File: config.mk
export PLATFORM = sky130hd
export DESIGN_NAME = choquet_integral_three_criteria_flat
export DESIGN_NICKNAME = d
export VERILOG_FILES = /design/src/rtl/cit_pkg.sv /design/src/rtl/cit_in_if.sv /design/src/rtl/cit_out_if.sv /design/src/rtl/choquet_integral_three_criteria.sv /design/src/rtl/cit_regs.sv /design/src/rtl/cit_sort_stage.sv /design/src/rtl/cit_mult_stage.sv /design/src/rtl/cit_sum_stage.sv /design/src/flat_wrapper.sv
export SDC_FILE = /design/constraint.sdc
export NUM_CORES = 2
export LEC_CHECK = 0
export ABC_AREA = 1
export BUFFER_PORTS_ARGS = -buffer_cell sky130_fd_sc_hd__buf_4
export CAP_MARGIN = 20
export CORE_MARGIN = 2
export CORE_UTILIZATION = 50
export CTS_CLUSTER_DIAMETER = 60
export CTS_CLUSTER_SIZE = 30
export DETAILED_ROUTE_END_ITERATION = 10
export PLACE_DENSITY = 0.66
export SLEW_MARGIN = 20
export SYNTH_ARGS = -nofsm -noshare
export SYNTH_HDL_FRONTEND = slang
export SYNTH_SLANG_ARGS = --single-unit
File: constraint.sdc
create_clock -name clk -period 10.85 [get_ports clk]
set_clock_uncertainty 0.2 [all_clocks]
set_input_delay 1.085 -clock clk [delete_from_list [all_inputs] [get_ports clk]]
set_output_delay 1.085 -clock clk [all_outputs]
set_load 0.03 [all_outputs]
File: src/rtl/cit_pkg.sv
// ----------------------------------------------------------------------------
// cit_pkg
// shared types, register map and helpers for the three-criteria choquet
// integral pipeline
// ----------------------------------------------------------------------------
package cit_pkg;

    localparam int unsigned QW     = 16;
    localparam int unsigned QSHIFT = 15;
    localparam int unsigned NREGS  = 7;
    localparam int unsigned PROD_W = 2 * QW;
    localparam int unsigned SUM_W  = PROD_W + 2;
    localparam int unsigned ADDR_W = 5;
    localparam int unsigned DATA_W = 32;

    typedef logic [QW-1:0]     q15_t;
    typedef logic [PROD_W-1:0] prod_t;
    typedef logic [2:0]        crit_mask_t;
    typedef logic [1:0]        crit_idx_t;
    typedef logic [2:0]        reg_idx_t;

    typedef q15_t [NREGS-1:0] measure_set_t;

    typedef enum logic [2:0] {
        REG_MEASURE_CPU              = 3'd0,
        REG_MEASURE_BANDWIDTH        = 3'd1,
        REG_MEASURE_ENERGY           = 3'd2,
        REG_MEASURE_CPU_BANDWIDTH    = 3'd3,
        REG_MEASURE_CPU_ENERGY       = 3'd4,
        REG_MEASURE_BANDWIDTH_ENERGY = 3'd5,
        REG_MEASURE_ALL_THREE        = 3'd6
    } reg_sel_t;

    localparam crit_idx_t IDX_CPU       = 2'd0;
    localparam crit_idx_t IDX_BANDWIDTH = 2'd1;
    localparam crit_idx_t IDX_ENERGY    = 2'd2;

    localparam crit_mask_t MASK_CPU              = 3'b001;
    localparam crit_mask_t MASK_BANDWIDTH        = 3'b010;
    localparam crit_mask_t MASK_ENERGY           = 3'b100;
    localparam crit_mask_t MASK_CPU_BANDWIDTH    = 3'b011;
    localparam crit_mask_t MASK_CPU_ENERGY       = 3'b101;
    localparam crit_mask_t MASK_BANDWIDTH_ENERGY = 3'b110;
    localparam crit_mask_t MASK_ALL_THREE        = 3'b111;

    localparam q15_t RST_MEASURE_CPU              = 16'd9830;
    localparam q15_t RST_MEASURE_BANDWIDTH        = 16'd8192;
    localparam q15_t RST_MEASURE_ENERGY           = 16'd6554;
    localparam q15_t RST_MEASURE_CPU_BANDWIDTH    = 16'd21299;
    localparam q15_t RST_MEASURE_CPU_ENERGY       = 16'd19661;
    localparam q15_t RST_MEASURE_BANDWIDTH_ENERGY = 16'd18022;
    localparam q15_t RST_MEASURE_ALL_THREE        = 16'd32768;

    // sorted differences and their measures
    typedef struct packed {
        q15_t diff0;
        q15_t diff1;
        q15_t diff2;
        q15_t meas0;
        q15_t meas1;
        q15_t meas2;
    } sort_data_t;

    typedef struct packed {
        prod_t prod0;
        prod_t prod1;
        prod_t prod2;
    } prod_data_t;

    function automatic crit_mask_t idx_to_mask(input crit_idx_t idx);
        crit_mask_t m;
        unique case (idx)
            IDX_CPU:       m = MASK_CPU;
            IDX_BANDWIDTH: m = MASK_BANDWIDTH;
            IDX_ENERGY:    m = MASK_ENERGY;
            default:       m = '0;
        endcase
        return m;
    endfunction

    function automatic q15_t measure_for_mask(input measure_set_t ms, input crit_mask_t mask);
        q15_t r;
        unique case (mask)
            MASK_CPU:              r = ms[REG_MEASURE_CPU];
            MASK_BANDWIDTH:        r = ms[REG_MEASURE_BANDWIDTH];
            MASK_ENERGY:           r = ms[REG_MEASURE_ENERGY];
            MASK_CPU_BANDWIDTH:    r = ms[REG_MEASURE_CPU_BANDWIDTH];
            MASK_CPU_ENERGY:       r = ms[REG_MEASURE_CPU_ENERGY];
            MASK_BANDWIDTH_ENERGY: r = ms[REG_MEASURE_BANDWIDTH_ENERGY];
            MASK_ALL_THREE:        r = ms[REG_MEASURE_ALL_THREE];
            default:               r = '0;
        endcase
        return r;
    endfunction

endpackage

File: src/rtl/cit_in_if.sv
// ----------------------------------------------------------------------------
// cit_in_if
// request channel carrying the three criterion scores
// ----------------------------------------------------------------------------
interface cit_in_if
    import cit_pkg::*;
();
    logic valid;
    logic ready;
    q15_t cpu_score;
    q15_t bandwidth_score;
    q15_t energy_score;

    modport source (output valid, output cpu_score, output bandwidth_score,
                    output energy_score, input ready);
    modport sink   (input valid, input cpu_score, input bandwidth_score,
                    input energy_score, output ready);
endinterface

File: src/rtl/cit_out_if.sv
// ----------------------------------------------------------------------------
// cit_out_if
// result channel carrying the aggregate score
// ----------------------------------------------------------------------------
interface cit_out_if
    import cit_pkg::*;
();
    logic valid;
    logic ready;
    q15_t aggregate;

    modport source (output valid, output aggregate, input ready);
    modport sink   (input valid, input aggregate, output ready);
endinterface

File: src/rtl/choquet_integral_three_criteria.sv
// ----------------------------------------------------------------------------
// choquet_integral_three_criteria
// discrete choquet integral of three q1.15 scores with programmable measures
//
//  channel   dir  handshake        payload
//  in_chan   in   valid / ready    cpu_score, bandwidth_score, energy_score
//  out_chan  out  valid / ready    aggregate
//  apb       in   psel / penable   paddr, pwdata, prdata (7 measures, 4-byte)
//
// one request per cycle sustained while out_chan is ready; a request passes, in order, through the
// sort stage, multiply stage and sum stage (which is the output register)
// reset loads the default measures and empties the pipeline
// a stall freezes each full stage; an empty stage keeps accepting
// ----------------------------------------------------------------------------
module choquet_integral_three_criteria
    import cit_pkg::*;
(
    input  logic              clk,
    input  logic              rst_n,
    cit_in_if.sink            in_chan,
    cit_out_if.source         out_chan,
    input  logic              psel,
    input  logic              penable,
    input  logic              pwrite,
    input  logic [ADDR_W-1:0] paddr,
    input  logic [DATA_W-1:0] pwdata,
    output logic [DATA_W-1:0] prdata,
    output logic              pready
);

    measure_set_t measures;
    sort_data_t   s1_data;
    prod_data_t   s2_data;
    logic         s1_valid, s1_ready;
    logic         s2_valid, s2_ready;

    cit_regs u_regs (
        .clk      (clk),
        .rst_n    (rst_n),
        .psel     (psel),
        .penable  (penable),
        .pwrite   (pwrite),
        .paddr    (paddr),
        .pwdata   (pwdata),
        .prdata   (prdata),
        .pready   (pready),
        .measures (measures)
    );

    cit_sort_stage u_sort (
        .clk             (clk),
        .rst_n           (rst_n),
        .in_valid        (in_chan.valid),
        .in_ready        (in_chan.ready),
        .cpu_score       (in_chan.cpu_score),
        .bandwidth_score (in_chan.bandwidth_score),
        .energy_score    (in_chan.energy_score),
        .measures        (measures),
        .out_valid       (s1_valid),
        .out_ready       (s1_ready),
        .out_data        (s1_data)
    );

    cit_mult_stage u_mult (
        .clk       (clk),
        .rst_n     (rst_n),
        .in_valid  (s1_valid),
        .in_ready  (s1_ready),
        .in_data   (s1_data),
        .out_valid (s2_valid),
        .out_ready (s2_ready),
        .out_data  (s2_data)
    );

    cit_sum_stage u_sum (
        .clk       (clk),
        .rst_n     (rst_n),
        .in_valid  (s2_valid),
        .in_ready  (s2_ready),
        .in_data   (s2_data),
        .out_valid (out_chan.valid),
        .out_ready (out_chan.ready),
        .aggregate (out_chan.aggregate)
    );

endmodule

File: src/rtl/cit_regs.sv
// ----------------------------------------------------------------------------
// cit_regs
// apb register file holding the seven subset measures
// ----------------------------------------------------------------------------
module cit_regs
    import cit_pkg::*;
(
    input  logic              clk,
    input  logic              rst_n,
    input  logic              psel,
    input  logic              penable,
    input  logic              pwrite,
    input  logic [ADDR_W-1:0] paddr,
    input  logic [DATA_W-1:0] pwdata,
    output logic [DATA_W-1:0] prdata,
    output logic              pready,
    output measure_set_t      measures
);

    measure_set_t measure_reg;
    reg_idx_t     idx;
    logic         wr_en;

    assign idx    = paddr[ADDR_W-1:2];
    assign pready = 1'b1;
    assign wr_en  = psel && penable && pwrite && (idx <= REG_MEASURE_ALL_THREE);

    always_ff @(posedge clk or negedge rst_n)
    begin
        if (!rst_n)
        begin
            measure_reg[REG_MEASURE_CPU]              <= RST_MEASURE_CPU;
            measure_reg[REG_MEASURE_BANDWIDTH]        <= RST_MEASURE_BANDWIDTH;
            measure_reg[REG_MEASURE_ENERGY]           <= RST_MEASURE_ENERGY;
            measure_reg[REG_MEASURE_CPU_BANDWIDTH]    <= RST_MEASURE_CPU_BANDWIDTH;
            measure_reg[REG_MEASURE_CPU_ENERGY]       <= RST_MEASURE_CPU_ENERGY;
            measure_reg[REG_MEASURE_BANDWIDTH_ENERGY] <= RST_MEASURE_BANDWIDTH_ENERGY;
            measure_reg[REG_MEASURE_ALL_THREE]        <= RST_MEASURE_ALL_THREE;
        end
        else if (wr_en)
        begin
            measure_reg[idx] <= pwdata[QW-1:0];
        end
    end

    always_comb
    begin
        prdata = '0;
        if (idx <= REG_MEASURE_ALL_THREE)
        begin
            prdata = {{(DATA_W-QW){1'b0}}, measure_reg[idx]};
        end
    end

    assign measures = measure_reg;

endmodule

File: src/rtl/cit_sort_stage.sv
// ----------------------------------------------------------------------------
// cit_sort_stage
// first stage: descending sort, nested subset masks, differences and measures
// ----------------------------------------------------------------------------
module cit_sort_stage
    import cit_pkg::*;
(
    input  logic         clk,
    input  logic         rst_n,
    input  logic         in_valid,
    output logic         in_ready,
    input  q15_t         cpu_score,
    input  q15_t         bandwidth_score,
    input  q15_t         energy_score,
    input  measure_set_t measures,
    output logic         out_valid,
    input  logic         out_ready,
    output sort_data_t   out_data
);

    logic       valid_reg;
    sort_data_t data_reg;
    sort_data_t data_next;

    assign in_ready = !valid_reg || out_ready;

    always_comb
    begin
        q15_t       v0, v1, v2, tv;
        crit_idx_t  o0, o1, o2, ti;
        crit_mask_t mask1, mask2;
        tv = '0;
        ti = IDX_CPU;
        v0 = cpu_score;       o0 = IDX_CPU;
        v1 = bandwidth_score; o1 = IDX_BANDWIDTH;
        v2 = energy_score;    o2 = IDX_ENERGY;
        if (v1 > v0)
        begin
            tv = v0; v0 = v1; v1 = tv;
            ti = o0; o0 = o1; o1 = ti;
        end
        if (v2 > v0)
        begin
            tv = v0; v0 = v2; v2 = tv;
            ti = o0; o0 = o2; o2 = ti;
        end
        if (v2 > v1)
        begin
            tv = v1; v1 = v2; v2 = tv;
            ti = o1; o1 = o2; o2 = ti;
        end
        mask1 = idx_to_mask(o0);
        mask2 = mask1 | idx_to_mask(o1);
        data_next.diff0 = v0 - v1;
        data_next.diff1 = v1 - v2;
        data_next.diff2 = v2;
        data_next.meas0 = measure_for_mask(measures, mask1);
        data_next.meas1 = measure_for_mask(measures, mask2);
        data_next.meas2 = measure_for_mask(measures, MASK_ALL_THREE);
    end

    always_ff @(posedge clk or negedge rst_n)
    begin
        if (!rst_n)
        begin
            valid_reg <= 1'b0;
        end
        else if (in_ready)
        begin
            valid_reg <= in_valid;
        end
    end

    always_ff @(posedge clk)
    begin
        if (in_ready && in_valid)
        begin
            data_reg <= data_next;
        end
    end

    assign out_valid = valid_reg;
    assign out_data  = data_reg;

endmodule

File: src/rtl/cit_mult_stage.sv
// ----------------------------------------------------------------------------
// cit_mult_stage
// second stage: three 16x16 products of difference and measure
// ----------------------------------------------------------------------------
module cit_mult_stage
    import cit_pkg::*;
(
    input  logic       clk,
    input  logic       rst_n,
    input  logic       in_valid,
    output logic       in_ready,
    input  sort_data_t in_data,
    output logic       out_valid,
    input  logic       out_ready,
    output prod_data_t out_data
);

    logic       valid_reg;
    prod_data_t data_reg;
    prod_data_t data_next;

    assign in_ready = !valid_reg || out_ready;

    always_comb
    begin
        data_next.prod0 = PROD_W'(in_data.diff0) * PROD_W'(in_data.meas0);
        data_next.prod1 = PROD_W'(in_data.diff1) * PROD_W'(in_data.meas1);
        data_next.prod2 = PROD_W'(in_data.diff2) * PROD_W'(in_data.meas2);
    end

    always_ff @(posedge clk or negedge rst_n)
    begin
        if (!rst_n)
        begin
            valid_reg <= 1'b0;
        end
        else if (in_ready)
        begin
            valid_reg <= in_valid;
        end
    end

    always_ff @(posedge clk)
    begin
        if (in_ready && in_valid)
        begin
            data_reg <= data_next;
        end
    end

    assign out_valid = valid_reg;
    assign out_data  = data_reg;

endmodule

File: src/rtl/cit_sum_stage.sv
// ----------------------------------------------------------------------------
// cit_sum_stage
// third stage: exact sum, shift by fifteen, saturate; doubles as output register
// ----------------------------------------------------------------------------
module cit_sum_stage
    import cit_pkg::*;
(
    input  logic       clk,
    input  logic       rst_n,
    input  logic       in_valid,
    output logic       in_ready,
    input  prod_data_t in_data,
    output logic       out_valid,
    input  logic       out_ready,
    output q15_t       aggregate
);

    logic             valid_reg;
    q15_t             agg_reg;
    q15_t             agg_next;
    logic [SUM_W-1:0] sum;
    logic [SUM_W-QSHIFT-1:0] shifted;

    assign in_ready = !valid_reg || out_ready;

    always_comb
    begin
        sum = SUM_W'(in_data.prod0) + SUM_W'(in_data.prod1) + SUM_W'(in_data.prod2);
        shifted = sum[SUM_W-1:QSHIFT];
        if (|shifted[SUM_W-QSHIFT-1:QW])
        begin
            agg_next = '1;
        end
        else
        begin
            agg_next = shifted[QW-1:0];
        end
    end

    always_ff @(posedge clk or negedge rst_n)
    begin
        if (!rst_n)
        begin
            valid_reg <= 1'b0;
        end
        else if (in_ready)
        begin
            valid_reg <= in_valid;
        end
    end

    always_ff @(posedge clk)
    begin
        if (in_ready && in_valid)
        begin
            agg_reg <= agg_next;
        end
    end

    assign out_valid = valid_reg;
    assign aggregate = agg_reg;

endmodule

File: src/flat_wrapper.sv
// flat-port wrapper written by rule: the top's interface ports become plain ports
module choquet_integral_three_criteria_flat import cit_pkg::*;
  (clk, rst_n, psel, penable, pwrite, paddr, pwdata, prdata, pready, in_chan_valid, in_chan_cpu_score, in_chan_bandwidth_score, in_chan_energy_score, in_chan_ready, out_chan_valid, out_chan_aggregate, out_chan_ready);
  cit_in_if in_chan_i ();
  cit_out_if out_chan_i ();
  input  logic clk;
  input  logic rst_n;
  input  logic psel;
  input  logic penable;
  input  logic pwrite;
  input  logic [ADDR_W-1:0] paddr;
  input  logic [DATA_W-1:0] pwdata;
  output logic [DATA_W-1:0] prdata;
  output logic pready;
  input wire logic [$bits(in_chan_i.valid)-1:0] in_chan_valid;
  input wire logic [$bits(in_chan_i.cpu_score)-1:0] in_chan_cpu_score;
  input wire logic [$bits(in_chan_i.bandwidth_score)-1:0] in_chan_bandwidth_score;
  input wire logic [$bits(in_chan_i.energy_score)-1:0] in_chan_energy_score;
  output wire logic [$bits(in_chan_i.ready)-1:0] in_chan_ready;
  output wire logic [$bits(out_chan_i.valid)-1:0] out_chan_valid;
  output wire logic [$bits(out_chan_i.aggregate)-1:0] out_chan_aggregate;
  input wire logic [$bits(out_chan_i.ready)-1:0] out_chan_ready;
  assign in_chan_i.valid = in_chan_valid;
  assign in_chan_i.cpu_score = in_chan_cpu_score;
  assign in_chan_i.bandwidth_score = in_chan_bandwidth_score;
  assign in_chan_i.energy_score = in_chan_energy_score;
  assign in_chan_ready = in_chan_i.ready;
  assign out_chan_valid = out_chan_i.valid;
  assign out_chan_aggregate = out_chan_i.aggregate;
  assign out_chan_i.ready = out_chan_ready;
  choquet_integral_three_criteria u_core (.clk(clk), .rst_n(rst_n), .in_chan(in_chan_i), .out_chan(out_chan_i), .psel(psel), .penable(penable), .pwrite(pwrite), .paddr(paddr), .pwdata(pwdata), .prdata(prdata), .pready(pready));
endmodule
==> summary.md <==
| Metric | Value |
|---|---|
| Status | finished clean |
| Fin cells | 6358 |
| Worst Setup Start Kind | primary input |
| Ys flop type | edfxtp_1 |
| WS Path Type | in -> reg |
| Post-Synthesis Cells | 5261 |
| Fin. Hold Viols | 0 |
| # rows | 108 |
| Slowest cell delay on critical path | 630 ps |
| Final worst path period share | 80.9% |
| Minimum clock period | 8770 ps |
| Slew Limit Fails | 0 |
| Routed WL per cell | 17.7 um |
| Total GRT Usage | 25.7% |
| Ratio of cells with drive above 1 in the final layout | 5.50% |
| Reg clk slew, reported paths | 90 ps |
| Commonest cells after routing, fill and taps aside | nand2_1 (1449), inv_1 (1205), fa_1 (614) |
| Unrepaired setup endpoints after global routing | false |
| Post-Place Setup Slack | 1360 ps |
| Detailed Route Iter0 Violations | 2311 |
| Full die area | 0.0895 mm^2 |
| Post-synth EDFFs | 208 |
| Synth warn | 0 |
| DRT Pass-1 Iters | 5 |
| Number of global-route vias before repair | 33900 |
| Clock Tree Root | clkbuf_16 |
| Total CTS buffers | 30 |
| Most common cell after layout, fill and taps aside | nand2_1 |
| Vias per cell | 5.22 |
| GRT Residual Overflow | 0 |
| # hold bufs at CTS | 0 |
| Ys async rst share | 35.6% |
| I/O pins | 143 |
| Die Y-Extent | 299 um |
| GPL Wtd Cong | 0.900 |
| Postcts setup bufs | 0 |
| Core Region | 0.0865 mm^2 |
| Critical Path Fanout Max | 63 |
| Die W | 299 um |
| Worst path required time | 11050 ps |
| Worst EP arrival | 8970 ps |
| Setup_tns | 0 ps |
| Initial core utilization | 50.4% |
| CTS tree | yes |
| Number of placed instances, taps included | 6301 |
| Synthesized flop and latch total | 323 |
| Syn Std Cell Area | 0.0436 mm^2 |
| Synth Area per Inst | 8.28 um^2 |
| DR vias | 33200 |
| Nets@finish | 6294 |
| Dpl hpwl | 90.3 mm |
| Sequential area share after synthesis | 21.1% |
| Final setup fails | 0 |
| Least-Margin Pin Slew | 1120 ps |
| CTS max path bufs | 3 |
| Cell mode on critical path | nand2_1 |
| Crit-path slowest cell | nand2_4 |
| Drt drc | 0 |
| Diode count | 0 |
| Post-CTS sizing | 0 |
| Port bufs | 107 |
| CTS Sinks | 323 |
| Clk Latency, worst-skew pair | 650 ps |
| Post-route ant nets | 0 |
| CP endpoint kind | register |
| Largest net degree at the start of global routing | 68 |
| Hold WC Path Type | in -> async |
| Slack of the critical path | 2080 ps |
| First-pass GRT wire length | 182 mm |
| Final wirelength | 112 mm |
| Layout area overhead | 5.92% |
| Initial antenna violation count | 0 |
| Max_slew headroom | 25.0% |
| Max-cap check violation count | 0 |
| Htree depth | 1 |
| Synth unique cells | 57 |
| Achievable Freq | 114 MHz |
-- cell type report --
cell class / count / area [um^2]
Clock buffer: 33 / 772
Multi-Input combinational cell: 3460 / 28700
Inverter: 1222 / 4590
Sequential cell: 323 / 9170
Clock inverter: 23 / 397
Timing Repair Buffer: 142 / 1070
Tap cell: 1155 / 1450
Fill cell: 8141 / 40400
-- through the flow --
step | instance area [um^2] | hold slack [ps] | util, %
after floorplan | 43600 | 233 | -
after global placement | 44900 | 241 | 52.0
after detailed placement | 44900 | 263 | 52.0
after CTS | 46100 | 239 | 53.3
after global routing | 46100 | 296 | 53.3
final | 46100 | 247 | 53.3
-- worst max-delay path, delay by kind of cell --
family | cells | cell delay [ps]
compound gates | 9 | 1800
fa+ha+maj | 5 | 1740
buf+inv | 8 | 930
simple gates | 23 | 3370
-- final timing paths --
check | endpoint | slack (ps) | startpoint | cells after the start
worst min-delay path | u_core.u_regs.measures[73]$_DFFE_PN0P_ | 250 | rst_n | 1
worst max register to register | u_core.u_mult.out_data[91]$_DFFE_PP_ | 4110 | u_core.u_sort.out_data[35]$_SDFFCE_PN0P_ | 22
worst max-delay path | u_core.u_sort.out_data[94]$_DFFE_PP_ | 2080 | in_chan_cpu_score[15] | 45
worst min register to register | u_core.u_sum.out_valid$_DFFE_PN0P_ | 270 | u_core.u_mult.out_valid$_DFFE_PN0P_ | 2
max in group asynchronous | u_core.u_mult.out_valid$_DFFE_PN0P_ | 8760 | rst_n | 2
min in group clk | u_core.u_sum.out_valid$_DFFE_PN0P_ | 270 | u_core.u_mult.out_valid$_DFFE_PN0P_ | 2
-- state kept, by name (all words and copies together), names as in the netlist --
| register | flops |
|---|---|
| u_core.u_sort.out_valid | 1 |
| u_core.u_mult.out_valid | 1 |
| u_core.u_mult.out_data | 96 |
| u_core.u_sum.aggregate | 16 |
| u_core.u_sum.out_valid | 1 |
| u_core.u_regs.measures | 112 |
| u_core.u_sort.out_data | 96 |
-- synth_stat cells (all sizes together) (8+ instances only) --
| cell | count | share of area [%] |
|---|---|---|
| buf | 43 | 0.75 |
| o211ai | 20 | 0.34 |
| fa | 614 | 28 |
| xnor2 | 40 | 0.80 |
| o221ai | 26 | 0.52 |
| a221oi | 18 | 0.36 |
| o2111ai | 10 | 0.20 |
| nand2 | 1459 | 13 |
| nor3 | 13 | 0.17 |
| a21oi | 173 | 2.0 |
| nor2 | 105 | 0.94 |
| o21a | 8 | 0.14 |
| edfxtp | 208 | 14 |
| o21ai | 240 | 2.8 |
| xor2 | 83 | 1.7 |
| ha | 409 | 12 |
| clkbuf | 228 | 2.0 |
| inv | 1219 | 11 |
| dfstp | 39 | 2.4 |
| nor4 | 12 | 0.17 |
| dfrtp | 76 | 4.4 |
| nand4 | 32 | 0.46 |
| nand3 | 137 | 1.6 |
-- metal layers --
| metal | GRT usage, % | wire length [um] | vias up |
|---|---|---|---|
| li1 | - | - | 15800 |
| met1 | 34.9 | 48000 | 16200 |
| met2 | 42.4 | 52900 | 1070 |
| met3 | 4.12 | 7630 | 170 |
| met4 | 7.58 | 3840 | 0 |
| met5 | 0 | 0 | - |
-- cell families after synthesis --
kind of cell    synth area share [%]
fa+ha+maj                       40.0
xor+xnor                        2.47
other cells                   0.0172
flops                           21.1
buf+inv                         13.3
simple gates                    16.1
compound gates                  7.11
Power is left out: the tool's default activity adds up to more than one toggle a clock period on the data nets, which glitch-free logic cannot reach.
